===== config.mk =====
export PLATFORM = sky130hd
export DESIGN_NAME = luhn_card_number_check_flat
export DESIGN_NICKNAME = d
export VERILOG_FILES = /design/src/sv/luhn_pkg.sv /design/src/sv/luhn_if.sv /design/src/sv/luhn_card_number_check.sv /design/src/flat_wrapper.sv
export SDC_FILE = /design/constraint.sdc
export NUM_CORES = 1
export LEC_CHECK = 0
export ABC_AREA = 1
export BUFFER_PORTS_ARGS = -buffer_cell sky130_fd_sc_hd__buf_4
export CORE_MARGIN = 5
export CORE_UTILIZATION = 27
export DETAILED_ROUTE_END_ITERATION = 16
export GPL_ROUTABILITY_DRIVEN = 0
export PLACE_DENSITY = 0.4
export SYNTH_ARGS = -nofsm -noshare
export SYNTH_HDL_FRONTEND = slang
export SYNTH_SLANG_ARGS = --single-unit

===== constraint.sdc =====
create_clock -name i_clk -period 9.5 [get_ports i_clk]
set_input_delay 0.475 -clock i_clk [delete_from_list [all_inputs] [get_ports i_clk]]
set_output_delay 0.475 -clock i_clk [all_outputs]
set_load 0.005 [all_outputs]

===== src/sv/luhn_pkg.sv =====
`timescale 1ns / 1ps
// ----------------------------------------------------------------------------
// luhn_pkg
// Shared types and constants for the card number check block.
// ----------------------------------------------------------------------------
package luhn_pkg;

    // input word and decimal layout
    localparam int NUM_BITS    = 64;
    localparam int DIGIT_W     = 4;
    localparam int DIGIT_SLOTS = 20;
    localparam int BCD_W       = DIGIT_SLOTS * DIGIT_W;
    localparam int COUNT_W     = 5;
    localparam int STEP_W      = $clog2(NUM_BITS);
    localparam int POS_W       = $clog2(DIGIT_SLOTS);

    // most digits that still get a check
    localparam int MAX_DIGITS = 19;

    // result classes
    localparam logic [1:0] KIND_INVALID = 2'd0;
    localparam logic [1:0] KIND_AMX     = 2'd1;
    localparam logic [1:0] KIND_MC      = 2'd2;
    localparam logic [1:0] KIND_V       = 2'd3;

    // sequencer states
    typedef enum logic [2:0] {
        ST_IDLE,
        ST_CONV,
        ST_SCAN,
        ST_FINISH,
        ST_DONE
    } t_state;

endpackage


===== src/sv/luhn_if.sv =====
`timescale 1ns / 1ps
// ----------------------------------------------------------------------------
// luhn_in_if / luhn_out_if
// Valid/ready channels for the card number and for the check result.
// ----------------------------------------------------------------------------
interface luhn_in_if;
    logic                          valid;
    logic                          ready;
    logic [luhn_pkg::NUM_BITS-1:0] card_number;

    modport source (output valid, output card_number, input ready);
    modport sink   (input valid, input card_number, output ready);
endinterface

interface luhn_out_if;
    logic                         valid;
    logic                         ready;
    logic                         luhn_ok;
    logic [1:0]                   card_kind;
    logic [luhn_pkg::COUNT_W-1:0] digit_count;

    modport source (output valid, output luhn_ok, output card_kind, output digit_count,
                    input ready);
    modport sink   (input valid, input luhn_ok, input card_kind, input digit_count,
                    output ready);
endinterface


===== src/sv/luhn_card_number_check.sv =====
`timescale 1ns / 1ps
// ----------------------------------------------------------------------------
// luhn_card_number_check
// Flow: the 64-step shift-add-3 converter turns the input beat to decimal,
// then a 20-digit scan and a classify step form the result.
// One card number at a time: a new one is taken once the output beat is taken.
// Reset: synchronous active-low, returns to idle and drops the output beat.
// Converts the binary number to decimal with one shift-add-3 unit, then walks
// the digits through one adder to form the mod-10 sum, count and prefix.
// ----------------------------------------------------------------------------
module luhn_card_number_check #(
    parameter int MAX_DIGITS = luhn_pkg::MAX_DIGITS
) (
    input  logic             i_clk,
    input  logic             i_rst_n,
    luhn_in_if.sink          i_card,
    luhn_out_if.source       o_res
);

    luhn_pkg::t_state r_state, n_state;

    logic [luhn_pkg::NUM_BITS-1:0] r_bin, n_bin;
    logic [luhn_pkg::BCD_W-1:0]    r_bcd, n_bcd;
    logic [luhn_pkg::STEP_W-1:0]   r_step, n_step;
    logic [luhn_pkg::DIGIT_W-1:0]  r_sum, n_sum;
    logic [luhn_pkg::COUNT_W-1:0]  r_count, n_count;
    logic [luhn_pkg::DIGIT_W-1:0]  r_lead, n_lead;
    logic [luhn_pkg::DIGIT_W-1:0]  r_next, n_next;
    logic [luhn_pkg::DIGIT_W-1:0]  r_prev, n_prev;
    logic                          r_ok, n_ok;
    logic [1:0]                    r_kind, n_kind;

    logic [luhn_pkg::BCD_W-1:0]    w_adj;
    logic [luhn_pkg::DIGIT_W-1:0]  w_dig;
    logic [luhn_pkg::DIGIT_W:0]    w_add;
    logic [luhn_pkg::POS_W-1:0]    w_pos;
    logic                          w_fits;
    logic                          w_pass;
    logic [1:0]                    w_class;

    // add-3 correction on every decimal digit before the shift
    always_comb begin
        logic [luhn_pkg::DIGIT_W-1:0] dg;
        for (int i = 0; i < luhn_pkg::DIGIT_SLOTS; i++) begin
            dg = r_bcd[i*luhn_pkg::DIGIT_W +: luhn_pkg::DIGIT_W];
            w_adj[i*luhn_pkg::DIGIT_W +: luhn_pkg::DIGIT_W] =
                (dg >= 4'd5) ? dg + 4'd3 : dg;
        end
    end

    // shared digit adder: double every second digit, fold, add mod ten
    assign w_pos = r_step[luhn_pkg::POS_W-1:0];
    assign w_dig = r_bcd[luhn_pkg::DIGIT_W-1:0];
    always_comb begin
        logic [luhn_pkg::DIGIT_W:0] dd;
        logic [luhn_pkg::DIGIT_W:0] s;
        dd = {1'b0, w_dig};
        if (w_pos[0]) begin
            dd = {w_dig, 1'b0};
            if (dd > 5'd9) begin
                dd = dd - 5'd9;
            end
        end
        s = {1'b0, r_sum} + dd;
        if (s >= 5'd10) begin
            s = s - 5'd10;
        end
        w_add = s;
    end

    // length check and prefix classes
    assign w_fits = (r_count <= luhn_pkg::COUNT_W'(MAX_DIGITS));
    assign w_pass = w_fits && (r_sum == '0);
    always_comb begin
        w_class = luhn_pkg::KIND_INVALID;
        if (r_count == 5'd15 && r_lead == 4'd3 && (r_next == 4'd4 || r_next == 4'd7)) begin
            w_class = luhn_pkg::KIND_AMX;
        end else if (r_count == 5'd16 && r_lead == 4'd5 && (r_next inside {[4'd1:4'd5]})) begin
            w_class = luhn_pkg::KIND_MC;
        end else if ((r_count inside {5'd13, 5'd16}) && r_lead == 4'd4) begin
            w_class = luhn_pkg::KIND_V;
        end
    end

    // state register
    always_ff @(posedge i_clk) begin
        if (!i_rst_n) begin
            r_state <= luhn_pkg::ST_IDLE;
        end else begin
            r_state <= n_state;
        end
    end

    // datapath registers
    always_ff @(posedge i_clk) begin
        r_bin   <= n_bin;
        r_bcd   <= n_bcd;
        r_step  <= n_step;
        r_sum   <= n_sum;
        r_count <= n_count;
        r_lead  <= n_lead;
        r_next  <= n_next;
        r_prev  <= n_prev;
        r_ok    <= n_ok;
        r_kind  <= n_kind;
    end

    // sequencer: next state and datapath control
    always_comb begin
        n_state = r_state;
        n_bin   = r_bin;
        n_bcd   = r_bcd;
        n_step  = r_step;
        n_sum   = r_sum;
        n_count = r_count;
        n_lead  = r_lead;
        n_next  = r_next;
        n_prev  = r_prev;
        n_ok    = r_ok;
        n_kind  = r_kind;
        case (r_state)
            luhn_pkg::ST_IDLE: begin
                if (i_card.valid) begin
                    n_bin   = i_card.card_number;
                    n_bcd   = '0;
                    n_step  = '0;
                    n_state = luhn_pkg::ST_CONV;
                end
            end
            luhn_pkg::ST_CONV: begin
                n_bcd  = {w_adj[luhn_pkg::BCD_W-2:0], r_bin[luhn_pkg::NUM_BITS-1]};
                n_bin  = {r_bin[luhn_pkg::NUM_BITS-2:0], 1'b0};
                n_step = r_step + 1'b1;
                if (r_step == luhn_pkg::STEP_W'(luhn_pkg::NUM_BITS - 1)) begin
                    n_step  = '0;
                    n_sum   = '0;
                    n_count = '0;
                    n_lead  = '0;
                    n_next  = '0;
                    n_prev  = '0;
                    n_state = luhn_pkg::ST_SCAN;
                end
            end
            luhn_pkg::ST_SCAN: begin
                n_sum  = w_add[luhn_pkg::DIGIT_W-1:0];
                n_prev = w_dig;
                if (w_dig != '0) begin
                    n_count = luhn_pkg::COUNT_W'(w_pos) + 1'b1;
                    n_lead  = w_dig;
                    n_next  = r_prev;
                end
                n_bcd  = {{luhn_pkg::DIGIT_W{1'b0}}, r_bcd[luhn_pkg::BCD_W-1:luhn_pkg::DIGIT_W]};
                n_step = r_step + 1'b1;
                if (w_pos == luhn_pkg::POS_W'(luhn_pkg::DIGIT_SLOTS - 1)) begin
                    n_state = luhn_pkg::ST_FINISH;
                end
            end
            luhn_pkg::ST_FINISH: begin
                n_ok    = w_pass;
                n_kind  = (w_pass && r_count >= 5'd2) ? w_class : luhn_pkg::KIND_INVALID;
                n_state = luhn_pkg::ST_DONE;
            end
            luhn_pkg::ST_DONE: begin
                if (o_res.ready) begin
                    n_state = luhn_pkg::ST_IDLE;
                end
            end
            default: begin
                n_state = luhn_pkg::ST_IDLE;
            end
        endcase
    end

    // channel outputs
    assign i_card.ready      = (r_state == luhn_pkg::ST_IDLE);
    assign o_res.valid       = (r_state == luhn_pkg::ST_DONE);
    assign o_res.luhn_ok     = r_ok;
    assign o_res.card_kind   = r_kind;
    assign o_res.digit_count = r_count;

    // a classified number always passed the check
    a_kind_needs_ok: assert property (@(posedge i_clk) disable iff (!i_rst_n)
        (o_res.valid && o_res.card_kind != luhn_pkg::KIND_INVALID) |-> o_res.luhn_ok)
        else $error("card class given without a passing check");

    // count never exceeds the digit slots
    a_count_range: assert property (@(posedge i_clk) disable iff (!i_rst_n)
        o_res.valid |-> (o_res.digit_count <= luhn_pkg::COUNT_W'(luhn_pkg::DIGIT_SLOTS)))
        else $error("digit count out of range");

    // an accepted beat starts the converter from step zero
    a_start_conv: assert property (@(posedge i_clk) disable iff (!i_rst_n)
        (i_card.valid && i_card.ready) |=> (r_state == luhn_pkg::ST_CONV && r_step == '0))
        else $error("converter did not start after input beat");

    // the 15-digit class only comes with a 15-digit count
    a_kind_len: assert property (@(posedge i_clk) disable iff (!i_rst_n)
        (o_res.valid && o_res.card_kind == luhn_pkg::KIND_AMX) |-> (o_res.digit_count == 5'd15))
        else $error("class does not match length");

    // no new input while a result is pending
    a_one_item: assert property (@(posedge i_clk) disable iff (!i_rst_n)
        !(i_card.ready && o_res.valid))
        else $error("input open while result pending");

endmodule

===== src/flat_wrapper.sv =====
// flat-port wrapper written by rule: the top's interface ports become plain ports
module luhn_card_number_check_flat 
#(
    parameter int MAX_DIGITS = luhn_pkg::MAX_DIGITS
)
  (i_clk, i_rst_n, i_card_valid, i_card_card_number, i_card_ready, o_res_valid, o_res_luhn_ok, o_res_card_kind, o_res_digit_count, o_res_ready);
  luhn_in_if i_card_i ();
  luhn_out_if o_res_i ();
  input  logic i_clk;
  input  logic i_rst_n;
  input wire logic [$bits(i_card_i.valid)-1:0] i_card_valid;
  input wire logic [$bits(i_card_i.card_number)-1:0] i_card_card_number;
  output wire logic [$bits(i_card_i.ready)-1:0] i_card_ready;
  output wire logic [$bits(o_res_i.valid)-1:0] o_res_valid;
  output wire logic [$bits(o_res_i.luhn_ok)-1:0] o_res_luhn_ok;
  output wire logic [$bits(o_res_i.card_kind)-1:0] o_res_card_kind;
  output wire logic [$bits(o_res_i.digit_count)-1:0] o_res_digit_count;
  input wire logic [$bits(o_res_i.ready)-1:0] o_res_ready;
  assign i_card_i.valid = i_card_valid;
  assign i_card_i.card_number = i_card_card_number;
  assign i_card_ready = i_card_i.ready;
  assign o_res_valid = o_res_i.valid;
  assign o_res_luhn_ok = o_res_i.luhn_ok;
  assign o_res_card_kind = o_res_i.card_kind;
  assign o_res_digit_count = o_res_i.digit_count;
  assign o_res_i.ready = o_res_ready;
  luhn_card_number_check #(.MAX_DIGITS(MAX_DIGITS)) u_core (.i_clk(i_clk), .i_rst_n(i_rst_n), .i_card(i_card_i), .o_res(o_res_i));
endmodule

==> qor.txt <==
Outcome -> complete, no violations
H-tree depth -> 4
Post-synth top area cell -> edfxtp_1
Peak supply drop -> 124 uV
Mapped cell area -> 0.00952 mm^2
Synth warn -> 0
Syn_area_per_cell -> 9.23 um^2
DR iter-0 viols -> 432
CP cell instances -> inv_1, nand3_4, clkinv_2, o21ai_0, clkinv_2, buf_4
Post-CTS Hold Fix Bufs -> 0
Post-synthesis compound-gate area fraction -> 13.6%
Crit path capture -> u_core.r_bcd[72]$_DFFE_PP_
Core Box Area -> 0.0347 mm^2
Worst Hold Class -> input pin to register
Die area -> 0.0391 mm^2
Setup Crit Path Kind -> register to register
RR Startpoint -> u_core.r_state[1]$_SDFFE_PN0P_
DRT Wirelength -> 22000 um
Final period util -> 42.4%
Synth Register Bits -> 177
Die X -> 198 um
Vias in the first global route -> 7097
Critical path arrival -> 4.15 ns
Tmin final -> 4.03 ns
Nets -> 1218
Multiplexer share of the synthesized area -> 0%
CTS resizes -> 0
Clk sinks -> 177
Slowest-stage cell, CP -> clkinv_2
Largest family of logic cells by synthesized area -> simple AND/OR/NAND/NOR gates
Row Count -> 68
Reg2reg path depth -> 6
Max-slew violations -> 0
Initial Util -> 27.4%
Worst-skew pair later-pin latency -> 0.45 ns
Die Y-Extent -> 198 um
R2r endpoint -> u_core.r_bcd[72]$_DFFE_PP_
Number of top-level pins -> 78
Worst Path Required -> 9.62 ns
Area Growth Syn to Fin -> 17.0%
Count of final hold-check violations -> 0
Synth area leaders -> edfxtp_1 (55%), nand2_1 (10%), o21ai_0 (7.6%)
Antenna violations before repair -> 0
Post-synthesis simple-gate area fraction -> 15.7%
DRT Pass-1 Iters -> 4
Setup TNS -> 0 ns
Clock-pin transition on the worst setup and hold timing paths -> 0.07 ns
Wire length per cell -> 14.0 um
Top cell type's share of synthesized area -> 54.9%
Maxcap violations -> 0
DRC -> 0
Seq/Total Area, Yosys -> 55.5%
First-pass GRT wire length -> 36100 um
Ratio of cells with drive above 1 in the final layout -> 11.5%
Slew @ Worst Pin -> 0.965 ns
Syn Nets -> 1148
Pwr dens -> 219 mW/mm^2
Xor/xnor cell area share of the yosys netlist -> 1.56%
FILL cells -> 3662
Buffers on Ports -> 77
Max_slew headroom -> 35.7%
CP Capture Type -> register
Vias post-DR -> 7014
Crit Path Max Fanout -> 53
Largest net degree at the start of global routing -> 94
Final instance area -> 0.0111 mm^2
Setup Buffers After CTS -> 0
Setup Skew -> 0.00984 ns
DP Area -> 0.0106 mm^2
Pleak -> 4.69 nW
CP Launch Point -> u_core.r_state[1]$_SDFFE_PN0P_
Vias per cell -> 4.47
Post-Synth Adder-Cell Area -> 6.39%
Critical path's largest stage delay -> 0.88 ns
Antenna diode count -> 0
Grt ovf -> 0
Dpl hpwl -> 14600 um
Cell variety after synth -> 33
CP dominant cell by count -> clkinv_2
Clk buf depth -> 2
Mapped Cells -> 1032
R2R Setup Slk -> 5.47 ns
Unrepaired setup endpoints after global routing -> no
GRT Total Usage -> 11.3%
CTS tree -> built
Fin util -> 32.1%
Cts bufs inserted -> 17
Setup-failing EPs final -> 0
Root Driver -> clkbuf_16
Final antenna-violating net count -> 0
CP startpoint kind -> register
F_max -> 0.248 GHz
## how the worst min path moves through the flow
stage | from | endpoint | slack, ns | cells past startpoint
floorplan | u_core.r_bin[9]$_DFFE_PP_ | u_core.r_bin[10]$_DFFE_PP_ | 0.49 | 2
global placement | u_core.r_bin[34]$_DFFE_PP_ | u_core.r_bin[35]$_DFFE_PP_ | 0.49 | 2
detailed placement | u_core.r_bin[51]$_DFFE_PP_ | u_core.r_bin[52]$_DFFE_PP_ | 0.49 | 2
CTS | i_card_card_number[18] | u_core.r_bin[18]$_DFFE_PP_ | 0.27 | 3
global route | i_card_card_number[18] | u_core.r_bin[18]$_DFFE_PP_ | 0.28 | 3
finish | i_card_card_number[18] | u_core.r_bin[18]$_DFFE_PP_ | 0.30 | 3
## final cells by class
cell class	instances	area [um^2]	share of cell area [%]
inverter	140	528	4.74
multi-input combinational	683	3550	31.9
timing repair buffer	83	623	5.59
sequential	177	5290	47.4
clock buffer	19	433	3.89
clock inverter	13	151	1.36
tap	455	569	5.11
## cells in the mapped netlist (all sizes together)
cell type / count
o22ai: 20
nor3: 7
nand3b: 2
and2: 2
o21ai: 144
fa: 1
buf: 30
a31oi: 1
nor4: 2
or2: 3
xnor2: 2
a221oi: 1
edfxtp: 174
xor2: 15
o21bai: 1
nor2: 56
a21oi: 72
a211oi: 1
o211ai: 6
inv: 140
nand2: 267
clkbuf: 2
nand3: 30
ha: 47
nand4: 2
dfxtp: 3
o31ai: 1
## metal layers
metal	up-vias	global-route usage, %	share of wire [%]
met5	-	0	0
met4	0	3.47	1.3
met3	18	2.37	2.4
met2	71	18.3	47
met1	3306	15.3	49
li1	3619	-	-
## placed cells by master (no fill, tap or decap), types with 3 or more instances in the layout
cell and count:
a21oi_1 71, buf_4 83, clkbuf_16 17, clkinvlp_4 4
dfxtp_1 3, edfxtp_1 174, ha_1 47, inv_1 136
inv_6 7, nand2_1 263, nand2_2 4, nand3_1 28
nor2_1 55, nor3_1 7, o211ai_1 6, o21ai_0 144
o22ai_1 20, or2_2 3, xor2_1 15
## cells by family after synthesis
group	count (synthesis)
buffers and inverters	172
DFF	177
adders and majority gates	48
xor gates and xnor gates	17
and+or+nand+nor	371
AOI/OAI and AO/OA	247
## worst max-delay path, delay by kind of cell, from the launching register on
kind                   cells  cell delay (ns)
and+or+nand+nor            1             0.47
AOI/OAI and AO/OA          1             0.53
buffers and inverters      4             2.26
DFF                        1             0.39
## state kept, by name, summed over array words and instances, names as in the netlist
| signal | flops |
|---|---|
| u_core.r_bin | 64 |
| u_core.r_next | 4 |
| u_core.o_res.digit_count | 5 |
| u_core.r_step | 6 |
| u_core.r_prev | 4 |
| u_core.r_sum | 4 |
| u_core.r_lead | 4 |
| u_core.r_bcd | 80 |
| u_core.o_res.luhn_ok | 1 |
| u_core.r_state | 3 |
| u_core.o_res.card_kind | 2 |
## report_power, final
| part | leakage (nW) | internal (mW) | switching (mW) |
|---|---|---|---|
| combinational | 2.64 | 0.194 | 0.383 |
| sequential | 1.77 | 1.05 | 0.0864 |
| clock | 0.272 | 0.394 | 0.334 |
| total | 4.69 | 1.64 | 0.803 |
## per-stage QoR
step           setup slack (ns)  cells  total power, mW  hold WS [ns]
4_1_cts                    5.27   1570             2.48         0.271
6_report                   5.47   1570             2.44         0.296
3_3_place_gp               5.30   1538             1.74         0.492
3_5_place_dp               5.31   1538             1.74         0.493
2_1_floorplan              6.50   1032             1.56         0.487
5_1_grt                    4.95   1570             2.62         0.282
No activity file was read; power rests on OpenSTA's default activity.
